[src/design/mbk_pkg.sv]
// morse beacon keyer package: register indexes, widths and the morse code tables
// no dependencies

package mbk_pkg;

  localparam int DEF_MAX_LETTERS = 8;
  localparam int SLOT_COUNT      = 8;
  localparam int CODE_W          = 5;
  localparam int TPD_W           = 16;
  localparam int MSG_W           = 40;
  localparam int LEN_W           = 4;
  localparam int TICKS_W         = 19;
  localparam int CFG_INDEX_W     = 2;
  localparam int CFG_DATA_W      = 40;
  localparam int SYM_W           = 2;
  localparam int SYM_LEN_W       = 3;
  localparam logic [CODE_W-1:0] LAST_CODE = 5'd25;

  typedef enum logic [CFG_INDEX_W-1:0] {
    REG_TICKS_PER_DOT   = 2'd0,
    REG_MESSAGE_LETTERS = 2'd1,
    REG_MESSAGE_LENGTH  = 2'd2
  } cfg_reg_t;

  typedef struct packed {
    logic valid;
    logic advance;
    logic blank;
  } stage_t;

  // symbols per letter, a to z
  localparam logic [SYM_LEN_W-1:0] CODE_LEN [0:25] = '{
    3'd2, 3'd4, 3'd4, 3'd3, 3'd1, 3'd4, 3'd3, 3'd4, 3'd2, 3'd4, 3'd3, 3'd4, 3'd2,
    3'd2, 3'd3, 3'd4, 3'd4, 3'd3, 3'd3, 3'd1, 3'd3, 3'd4, 3'd3, 3'd4, 3'd4, 3'd4
  };

  // bit s set when symbol s is a dash
  localparam logic [3:0] CODE_BITS [0:25] = '{
    4'd2, 4'd1, 4'd5, 4'd1, 4'd0, 4'd4, 4'd3, 4'd0, 4'd0, 4'd14, 4'd5, 4'd2, 4'd3,
    4'd1, 4'd7, 4'd6, 4'd11, 4'd2, 4'd0, 4'd1, 4'd4, 4'd8, 4'd6, 4'd9, 4'd13, 4'd3
  };

  // letter code at a position, slots past the register read as a, codes past z as z
  function automatic logic [CODE_W-1:0] letter_at(logic [MSG_W-1:0] msg,
                                                  logic [CODE_W-1:0] pos);
    logic [CODE_W-1:0] c;
    c = '0;
    if (pos < CODE_W'(SLOT_COUNT)) begin
      c = msg[pos[2:0]*CODE_W +: CODE_W];
    end
    if (c > LAST_CODE) begin
      c = LAST_CODE;
    end
    return c;
  endfunction

endpackage

[src/design/mbk_in_if.sv]
// input channel of the keyer: valid/ready with advance and blank
// no dependencies

interface mbk_in_if;
  logic valid;
  logic ready;
  logic advance;
  logic blank;

  modport source(output valid, output advance, output blank, input ready);
  modport sink(input valid, input advance, input blank, output ready);
endinterface

[src/design/mbk_out_if.sv]
// result channel of the keyer: valid/ready with light and word_wrapped
// no dependencies

interface mbk_out_if;
  logic valid;
  logic ready;
  logic light;
  logic word_wrapped;

  modport source(output valid, output light, output word_wrapped, input ready);
  modport sink(input valid, input light, input word_wrapped, output ready);
endinterface

[src/design/morse_beacon_keyer.sv]
// morse beacon keyer top level: input register, keyer core and result channel
// depends on mbk_pkg, mbk_in_if, mbk_out_if, mbk_in_stage and mbk_core
//
// usage:
//   item carries one keying tick per transaction: advance lets the tick count,
//   blank forces light low for that tick without touching the timing.
//   result carries one transaction per input transaction: light is the keyed
//   output, word_wrapped marks the tick on which the word starts over.
//   registers are written through cfg_we / cfg_index / cfg_data while idle;
//   index 0 ticks_per_dot, 1 message_letters, 2 message_length. a write to any
//   of them restarts keying at the first mark of the word.
// path: an accepted item is held in the input register, then in the result
//   register, which drives result.
//   throughput: one transaction per cycle while result.ready is high.
// reset: synchronous, clears both stages and loads default registers
//   (one tick per dot, word "a", one letter); the first element is loaded on
//   the first tick after reset.
// stall: while result.ready is low the result is held and one more item can be
//   taken into the input register before item.ready drops.

module morse_beacon_keyer
  import mbk_pkg::*;
#(
  parameter int MAX_LETTERS = DEF_MAX_LETTERS
) (
  input  logic                   clk,
  input  logic                   rst,
  mbk_in_if.sink                 item,
  mbk_out_if.source              result,
  input  logic                   cfg_we,
  input  logic [CFG_INDEX_W-1:0] cfg_index,
  input  logic [CFG_DATA_W-1:0]  cfg_data
);

  stage_t stage;
  logic   drain;

  mbk_in_stage u_in_stage (
    .clk   (clk),
    .rst   (rst),
    .item  (item),
    .drain (drain),
    .stage (stage)
  );

  mbk_core #(
    .MAX_LETTERS (MAX_LETTERS)
  ) u_core (
    .clk       (clk),
    .rst       (rst),
    .stage     (stage),
    .drain     (drain),
    .result    (result),
    .cfg_we    (cfg_we),
    .cfg_index (cfg_index),
    .cfg_data  (cfg_data)
  );

endmodule

[src/design/mbk_in_stage.sv]
// input register of the keyer, takes one transaction per cycle while it is empty or drain is high
// depends on mbk_pkg and mbk_in_if

module mbk_in_stage
  import mbk_pkg::*;
(
  input  logic         clk,
  input  logic         rst,
  mbk_in_if.sink       item,
  input  logic         drain,
  output stage_t       stage
);

  logic valid;
  logic advance;
  logic blank;

  assign item.ready = !valid || drain;

  always_ff @(posedge clk) begin
    if (rst) begin
      valid <= 1'b0;
    end else if (item.ready) begin
      valid <= item.valid;
    end
  end

  always_ff @(posedge clk) begin
    if (item.valid && item.ready) begin
      advance <= item.advance;
      blank   <= item.blank;
    end
  end

  assign stage = '{valid: valid, advance: advance, blank: blank};

endmodule

[src/design/mbk_core.sv]
// keyer state, configuration registers, element timing and result register
// depends on mbk_pkg and mbk_out_if

module mbk_core
  import mbk_pkg::*;
#(
  parameter int MAX_LETTERS = DEF_MAX_LETTERS
) (
  input  logic                   clk,
  input  logic                   rst,
  input  stage_t                 stage,
  output logic                   drain,
  mbk_out_if.source              result,
  input  logic                   cfg_we,
  input  logic [CFG_INDEX_W-1:0] cfg_index,
  input  logic [CFG_DATA_W-1:0]  cfg_data
);

  localparam int LW  = (MAX_LETTERS > 1) ? $clog2(MAX_LETTERS) : 1;
  localparam int LCW = $clog2(MAX_LETTERS + 1);
  localparam int CW  = (LCW > LEN_W) ? LCW + 1 : LEN_W + 1;

  logic [TPD_W-1:0]   ticks_per_dot;
  logic [MSG_W-1:0]   message_letters;
  logic [LEN_W-1:0]   message_length;

  logic [LW-1:0]      letter_position;
  logic [SYM_W-1:0]   symbol_position;
  logic               in_gap;
  logic [TICKS_W-1:0] ticks_left;
  logic               restart_pending;

  logic [LW-1:0]      letter_position_next;
  logic [SYM_W-1:0]   symbol_position_next;
  logic               in_gap_next;
  logic [TICKS_W-1:0] ticks_left_next;
  logic               wrapped_next;

  logic               out_valid;
  logic               light;
  logic               word_wrapped;

  logic               fire;
  logic               cfg_hit;
  logic [TICKS_W-1:0] tpd1;
  logic [TICKS_W-1:0] tpd3;
  logic [TICKS_W-1:0] tpd7;
  logic [CW-1:0]      eff_len;
  logic               last_letter;
  logic               last_symbol;
  logic [LW-1:0]      lp_eff;
  logic [CODE_W-1:0]  code0;
  logic [CODE_W-1:0]  cur_code;
  logic [CODE_W-1:0]  nxt_code;
  logic [SYM_LEN_W-1:0] cur_len;
  logic [SYM_W-1:0]   sp_inc;
  logic [TICKS_W-1:0] first_ticks;
  logic [TICKS_W-1:0] tl_cur;
  logic [TICKS_W-1:0] next_ticks;
  logic               next_dash;

  assign drain   = !out_valid || result.ready;
  assign fire    = stage.valid && drain;
  assign cfg_hit = cfg_we && (cfg_index == REG_TICKS_PER_DOT ||
                              cfg_index == REG_MESSAGE_LETTERS ||
                              cfg_index == REG_MESSAGE_LENGTH);

  // unit lengths in ticks
  always_comb begin
    tpd1 = (ticks_per_dot == '0) ? TICKS_W'(1) : TICKS_W'(ticks_per_dot);
    tpd3 = (tpd1 << 1) + tpd1;
    tpd7 = (tpd1 << 3) - tpd1;
  end

  // position decode
  always_comb begin
    if (message_length == '0) begin
      eff_len = CW'(1);
    end else if (CW'(message_length) > CW'(MAX_LETTERS)) begin
      eff_len = CW'(MAX_LETTERS);
    end else begin
      eff_len = CW'(message_length);
    end
    last_letter = (CW'(letter_position) + CW'(1)) >= eff_len;
    lp_eff      = last_letter ? LW'(eff_len - CW'(1)) : letter_position;
    code0       = letter_at(message_letters, '0);
    cur_code    = letter_at(message_letters, CODE_W'(lp_eff));
    nxt_code    = last_letter ? code0
                  : letter_at(message_letters, CODE_W'(LW'(lp_eff + LW'(1))));
    cur_len     = CODE_LEN[cur_code];
    last_symbol = (SYM_LEN_W'(symbol_position) + SYM_LEN_W'(1)) >= cur_len;
    sp_inc      = symbol_position + SYM_W'(1);
    first_ticks = CODE_BITS[code0][0] ? tpd3 : tpd1;
    tl_cur      = restart_pending ? first_ticks : ticks_left;
  end

  // length of the element that follows the current one
  always_comb begin
    next_dash = 1'b0;
    if (!in_gap) begin
      if (!last_symbol) begin
        next_ticks = tpd1;
      end else if (!last_letter) begin
        next_ticks = tpd3;
      end else begin
        next_ticks = tpd7;
      end
    end else begin
      if (!last_symbol) begin
        next_dash = CODE_BITS[cur_code][sp_inc];
      end else begin
        next_dash = CODE_BITS[nxt_code][0];
      end
      next_ticks = next_dash ? tpd3 : tpd1;
    end
  end

  // state update for one tick
  always_comb begin
    letter_position_next = letter_position;
    symbol_position_next = symbol_position;
    in_gap_next          = in_gap;
    ticks_left_next      = tl_cur;
    wrapped_next         = 1'b0;
    if (stage.advance) begin
      if (tl_cur <= TICKS_W'(1)) begin
        ticks_left_next = next_ticks;
        in_gap_next     = !in_gap;
        if (in_gap) begin
          if (!last_symbol) begin
            symbol_position_next = sp_inc;
          end else begin
            symbol_position_next = '0;
            if (!last_letter) begin
              letter_position_next = LW'(letter_position + LW'(1));
            end else begin
              letter_position_next = '0;
              wrapped_next         = 1'b1;
            end
          end
        end
      end else begin
        ticks_left_next = tl_cur - TICKS_W'(1);
      end
    end
  end

  always_ff @(posedge clk) begin
    if (rst) begin
      ticks_per_dot   <= TPD_W'(1);
      message_letters <= '0;
      message_length  <= LEN_W'(1);
    end else if (cfg_we) begin
      unique case (cfg_index)
        REG_TICKS_PER_DOT:   ticks_per_dot   <= cfg_data[TPD_W-1:0];
        REG_MESSAGE_LETTERS: message_letters <= cfg_data[MSG_W-1:0];
        REG_MESSAGE_LENGTH:  message_length  <= cfg_data[LEN_W-1:0];
        default: ;
      endcase
    end
  end

  always_ff @(posedge clk) begin
    if (rst || cfg_hit) begin
      letter_position <= '0;
      symbol_position <= '0;
      in_gap          <= 1'b0;
      ticks_left      <= '0;
      restart_pending <= 1'b1;
    end else if (fire) begin
      letter_position <= letter_position_next;
      symbol_position <= symbol_position_next;
      in_gap          <= in_gap_next;
      ticks_left      <= ticks_left_next;
      restart_pending <= 1'b0;
    end
  end

  // result register
  always_ff @(posedge clk) begin
    if (rst) begin
      out_valid <= 1'b0;
    end else if (drain) begin
      out_valid <= stage.valid;
    end
  end

  always_ff @(posedge clk) begin
    if (fire) begin
      light        <= !in_gap_next && !stage.blank;
      word_wrapped <= wrapped_next;
    end
  end

  assign result.valid        = out_valid;
  assign result.light        = light;
  assign result.word_wrapped = word_wrapped;

  a_restart_pending: assert property (@(posedge clk) disable iff (rst)
    cfg_hit |=> restart_pending)
    else $error("keyer not restarted after register write");

  a_wrap_to_start: assert property (@(posedge clk) disable iff (rst)
    fire && wrapped_next && !cfg_hit |=>
      letter_position == '0 && symbol_position == '0 && !in_gap)
    else $error("wrap did not return to first mark");

  a_ticks_loaded: assert property (@(posedge clk) disable iff (rst)
    !restart_pending |-> ticks_left != '0)
    else $error("element timer empty after load");

  a_symbol_in_letter: assert property (@(posedge clk) disable iff (rst)
    (SYM_LEN_W'(symbol_position) + SYM_LEN_W'(1)) <= cur_len)
    else $error("symbol position past end of letter");

  a_fire_consumes: assert property (@(posedge clk) disable iff (rst)
    fire |=> out_valid)
    else $error("accepted tick produced no result");

endmodule
[src/flat_wrapper.sv]
// flat-port wrapper written by rule: the top's interface ports become plain ports
module morse_beacon_keyer_flat import mbk_pkg::*;
#(
  parameter int MAX_LETTERS = DEF_MAX_LETTERS
)
  (clk, rst, cfg_we, cfg_index, cfg_data, item_valid, item_advance, item_blank, item_ready, result_valid, result_light, result_word_wrapped, result_ready);
  mbk_in_if item_i ();
  mbk_out_if result_i ();
  input  logic clk;
  input  logic rst;
  input  logic cfg_we;
  input  logic [CFG_INDEX_W-1:0] cfg_index;
  input  logic [CFG_DATA_W-1:0] cfg_data;
  input wire logic [$bits(item_i.valid)-1:0] item_valid;
  input wire logic [$bits(item_i.advance)-1:0] item_advance;
  input wire logic [$bits(item_i.blank)-1:0] item_blank;
  output wire logic [$bits(item_i.ready)-1:0] item_ready;
  output wire logic [$bits(result_i.valid)-1:0] result_valid;
  output wire logic [$bits(result_i.light)-1:0] result_light;
  output wire logic [$bits(result_i.word_wrapped)-1:0] result_word_wrapped;
  input wire logic [$bits(result_i.ready)-1:0] result_ready;
  assign item_i.valid = item_valid;
  assign item_i.advance = item_advance;
  assign item_i.blank = item_blank;
  assign item_ready = item_i.ready;
  assign result_valid = result_i.valid;
  assign result_light = result_i.light;
  assign result_word_wrapped = result_i.word_wrapped;
  assign result_i.ready = result_ready;
  morse_beacon_keyer #(.MAX_LETTERS(MAX_LETTERS)) u_core (.clk(clk), .rst(rst), .item(item_i), .result(result_i), .cfg_we(cfg_we), .cfg_index(cfg_index), .cfg_data(cfg_data));
endmodule
[config.mk]
export PLATFORM = sky130hd
export DESIGN_NAME = morse_beacon_keyer_flat
export DESIGN_NICKNAME = d
export VERILOG_FILES = /design/src/design/mbk_pkg.sv /design/src/design/mbk_in_if.sv /design/src/design/mbk_out_if.sv /design/src/design/morse_beacon_keyer.sv /design/src/design/mbk_in_stage.sv /design/src/design/mbk_core.sv /design/src/flat_wrapper.sv
export SDC_FILE = /design/constraint.sdc
export NUM_CORES = 1
export LEC_CHECK = 0
export ABC_AREA = 1
export BUFFER_PORTS_ARGS = -buffer_cell sky130_fd_sc_hd__buf_2
export CORE_ASPECT_RATIO = 0.7
export CORE_MARGIN = 2
export CORE_UTILIZATION = 52
export DETAILED_ROUTE_END_ITERATION = 10
export PLACE_DENSITY = 0.7
export SYNTH_ARGS = -nofsm -noshare
export SYNTH_HDL_FRONTEND = slang
export SYNTH_HIERARCHICAL = 1
export SYNTH_SLANG_ARGS = --single-unit
[constraint.sdc]
create_clock -name clk -period 7.3 [get_ports clk]
set_clock_uncertainty 0.1 [all_clocks]
set_input_delay 1.46 -clock clk [delete_from_list [all_inputs] [get_ports clk]]
set_output_delay 1.46 -clock clk [all_outputs]
set_load 0.02 [all_outputs]
==> reports/results.ini <==
[worst_setup_path]
path_class=register to register
end_kind=register
setup.worst_path.end=u_core/u_core/ticks_left[12]
r2r_end=u_core/u_core/ticks_left[12]
crit_path_frequent_cell=nand2_1
crit_path_max_fanout=26
arrival_ps=6760
reg2regPathDepth=34
slowest_stage=o21ai_2
r2r-start=u_core/u_core/letter_position[1]
required_ps=7460
cp-start-kind=register
crit_start=u_core/u_core/letter_position[1]
critPathMaxStageDelay_ps=600
rrSetupSlack_ps=690

[timing]
tns_ps=0
fmax_ghz=0.151
max_slew_margin=0.325
rsz0062_at_grt=no
setup_ws_ps=695
hold_viol=0
period_needed_ps=6610
worstMarginPinSlew_ps=1010
setup_violations=0
final_max_slew_viol_count=0
timing.final.crit_share=0.905

[global_route]
grt_max_degree=59
grt_pass1_vias=8444
antenna_found_initial=0
grt_pass1_wl_um=46200
grt_overflow_total=0
grtUsageTotal=0.321

[power]
ir_worst_vdd_uv=147
p_per_area_nw_per_um2=237
leakage_nw=4.49
power_w=0.00223

[die]
fp.coreArea_um2=16500
initial_utilization=0.537
rows=39
die_y_um=113
die_width_um=160
die_area_um2=18100
ioPinCount=53

[synthesis]
synth_top_area_frac=0.199
synth_cells=1449
synth_area_um2=8860
syn_nets=1559
synth_area_leader_cell=dfxtp_1
async_flop_share=0
synth_area_per_cell_um2=6.11
ys_seq_elements=92
synth_area_leaders=dfxtp_1 20%, nand2_1 16%, ha_1 8.5%
synth_ff_type=dfxtp_1
yosysUniqueCellTypes=58
synth-edff-count=4
yosysSeqAreaShare=0.212
ys_warn_count=6

[route]
detail-route-antenna-nets=0
drcViolationCount=0
viasPerCell=5.80
dr.first_iter.drc_count=1353
num_vias=9800
firstDrtPassIters=6
avgRoutedWirePerCell_um=17.1
wl_um=28800

[final_layout]
area_growth_pct=6.61
instances_no_fill=1689
nets=1569
final_cell_mix=381 x nand2_1, 144 x nor2_1, 137 x inv_1
n_antenna_cell=0
layout_commonest_cell=nand2_1
fin_util=0.572
drive_gt1_frac=0.0949

[placement]
gp_congestion=1.05
pre_cts_ws_ps=954
placedCellCount=1673
hpwl_um=22300
io_buffer_count=52

[clock_network]
cts_resized=0
cts_setup_buffers=0
clkTransAtPathRegs_ps=80
htreeDepth=3
clockRootBuffer=clkbuf_16
postCtsHoldBufs=0
cts_tree=done
cts_buffers=9
clock_sinks=92
clock_latency_ps=370
cts_buffer_depth=2

[run_status]
status=finished clean

[worst_hold_path]
hp-class=register to register

[run]
maxCapViolations=0

## per-stage QoR
step	hold slack (ps)	area (um2)
after global routing	386	9440
after CTS	360	9440
after global placement	343	9120
final	353	9440
after detailed placement	348	9120
after floorplan	323	8860
## synthesized netlist by cell type (all sizes together), types with 2 or more instances
| library cell | instances |
|---|---|
| nand2 | 411 |
| nor2 | 145 |
| inv | 143 |
| o21ai | 139 |
| a21oi | 138 |
| nand3 | 136 |
| dfxtp | 88 |
| ha | 60 |
| clkbuf | 38 |
| xor2 | 26 |
| buf | 23 |
| nand4 | 16 |
| o211ai | 12 |
| a31oi | 9 |
| nor3 | 7 |
| xnor2 | 6 |
| a21o | 5 |
| o22ai | 5 |
| edfxtp | 4 |
| o21a | 4 |
| or2 | 4 |
| a211oi | 3 |
| a22oi | 3 |
| clkinv | 3 |
| o21bai | 3 |
| a221oi | 2 |
| and2 | 2 |
| o2111ai | 2 |
## flip-flops by register name (all words and copies together) (netlist names)
register and flops:
u_core/u_core/message_letters 40, u_core/u_core/ticks_per_dot 16, u_core/u_core/letter_position 3, u_core/u_core/result.light 1, u_core/u_core/symbol_position 2, u_core/u_in_stage/advance 1
u_core/u_core/in_gap 1, u_core/u_core/result.valid 1, u_core/u_core/result.word_wrapped 1, u_core/u_in_stage/valid 1, u_core/u_core/message_length 4, u_core/u_core/restart_pending 1
u_core/u_in_stage/blank 1, u_core/u_core/ticks_left 19
## cells by family (layout without fill, tap and decap cells)
| logic type | count (synthesis) | in the layout | synth area share |
|---|---|---|---|
| buf+inv | 207 | 222 | 0.101 |
| fa+ha+maj | 61 | 61 | 0.0870 |
| compound gates | 332 | 332 | 0.208 |
| xor+xnor | 32 | 32 | 0.0316 |
| flops | 92 | 92 | 0.212 |
| simple gates | 725 | 725 | 0.360 |
## worst max-delay path, delay by kind of cell, from the launching register on
family | cells | cell delay [ps]
fa+ha+maj | 4 | 1010
compound gates | 9 | 1770
buf+inv | 5 | 710
flops | 1 | 470
simple gates | 15 | 2220
xor+xnor | 1 | 230
## routing by layer
metal | global-route usage | part of all wire | up-vias
met2 | 0.392 | 0.35 | 556
met4 | 0.0637 | 0.0091 | 0
met5 | 0 | 0 | -
met3 | 0.103 | 0.14 | 26
li1 | - | - | 4825
met1 | 0.521 | 0.50 | 4393
## area by class of cell
class	count	area (um2)
fill	1680	7050
multi-input combinational	1150	6090
sequential	92	1880
inverter	146	551
timing repair buffer	60	320
tap	225	282
clock buffer	9	225
clock inverter	7	93.8
## power breakdown
part / switching, W / internal, W
sequential: 0.0000206 / 0.000530
combinational: 0.000818 / 0.000361
clock: 0.000257 / 0.000247
## worst min path at each step
stage | start | to | slack, ps | cells after the start
after CTS | u_core/u_core/symbol_position[1] | u_core/u_core/symbol_position[1] | 360 | 2
final | u_core/u_core/symbol_position[1] | u_core/u_core/symbol_position[1] | 350 | 2
after global routing | u_core/u_core/ticks_left[0] | u_core/u_core/ticks_left[0] | 390 | 2
after floorplan | u_core/u_core/message_length[0] | u_core/u_core/message_length[0] | 320 | 2
after global placement | u_core/u_core/symbol_position[1] | u_core/u_core/symbol_position[1] | 340 | 2
after detailed placement | u_core/u_core/symbol_position[1] | u_core/u_core/symbol_position[1] | 350 | 2
(Power assumes the default switching activity.)
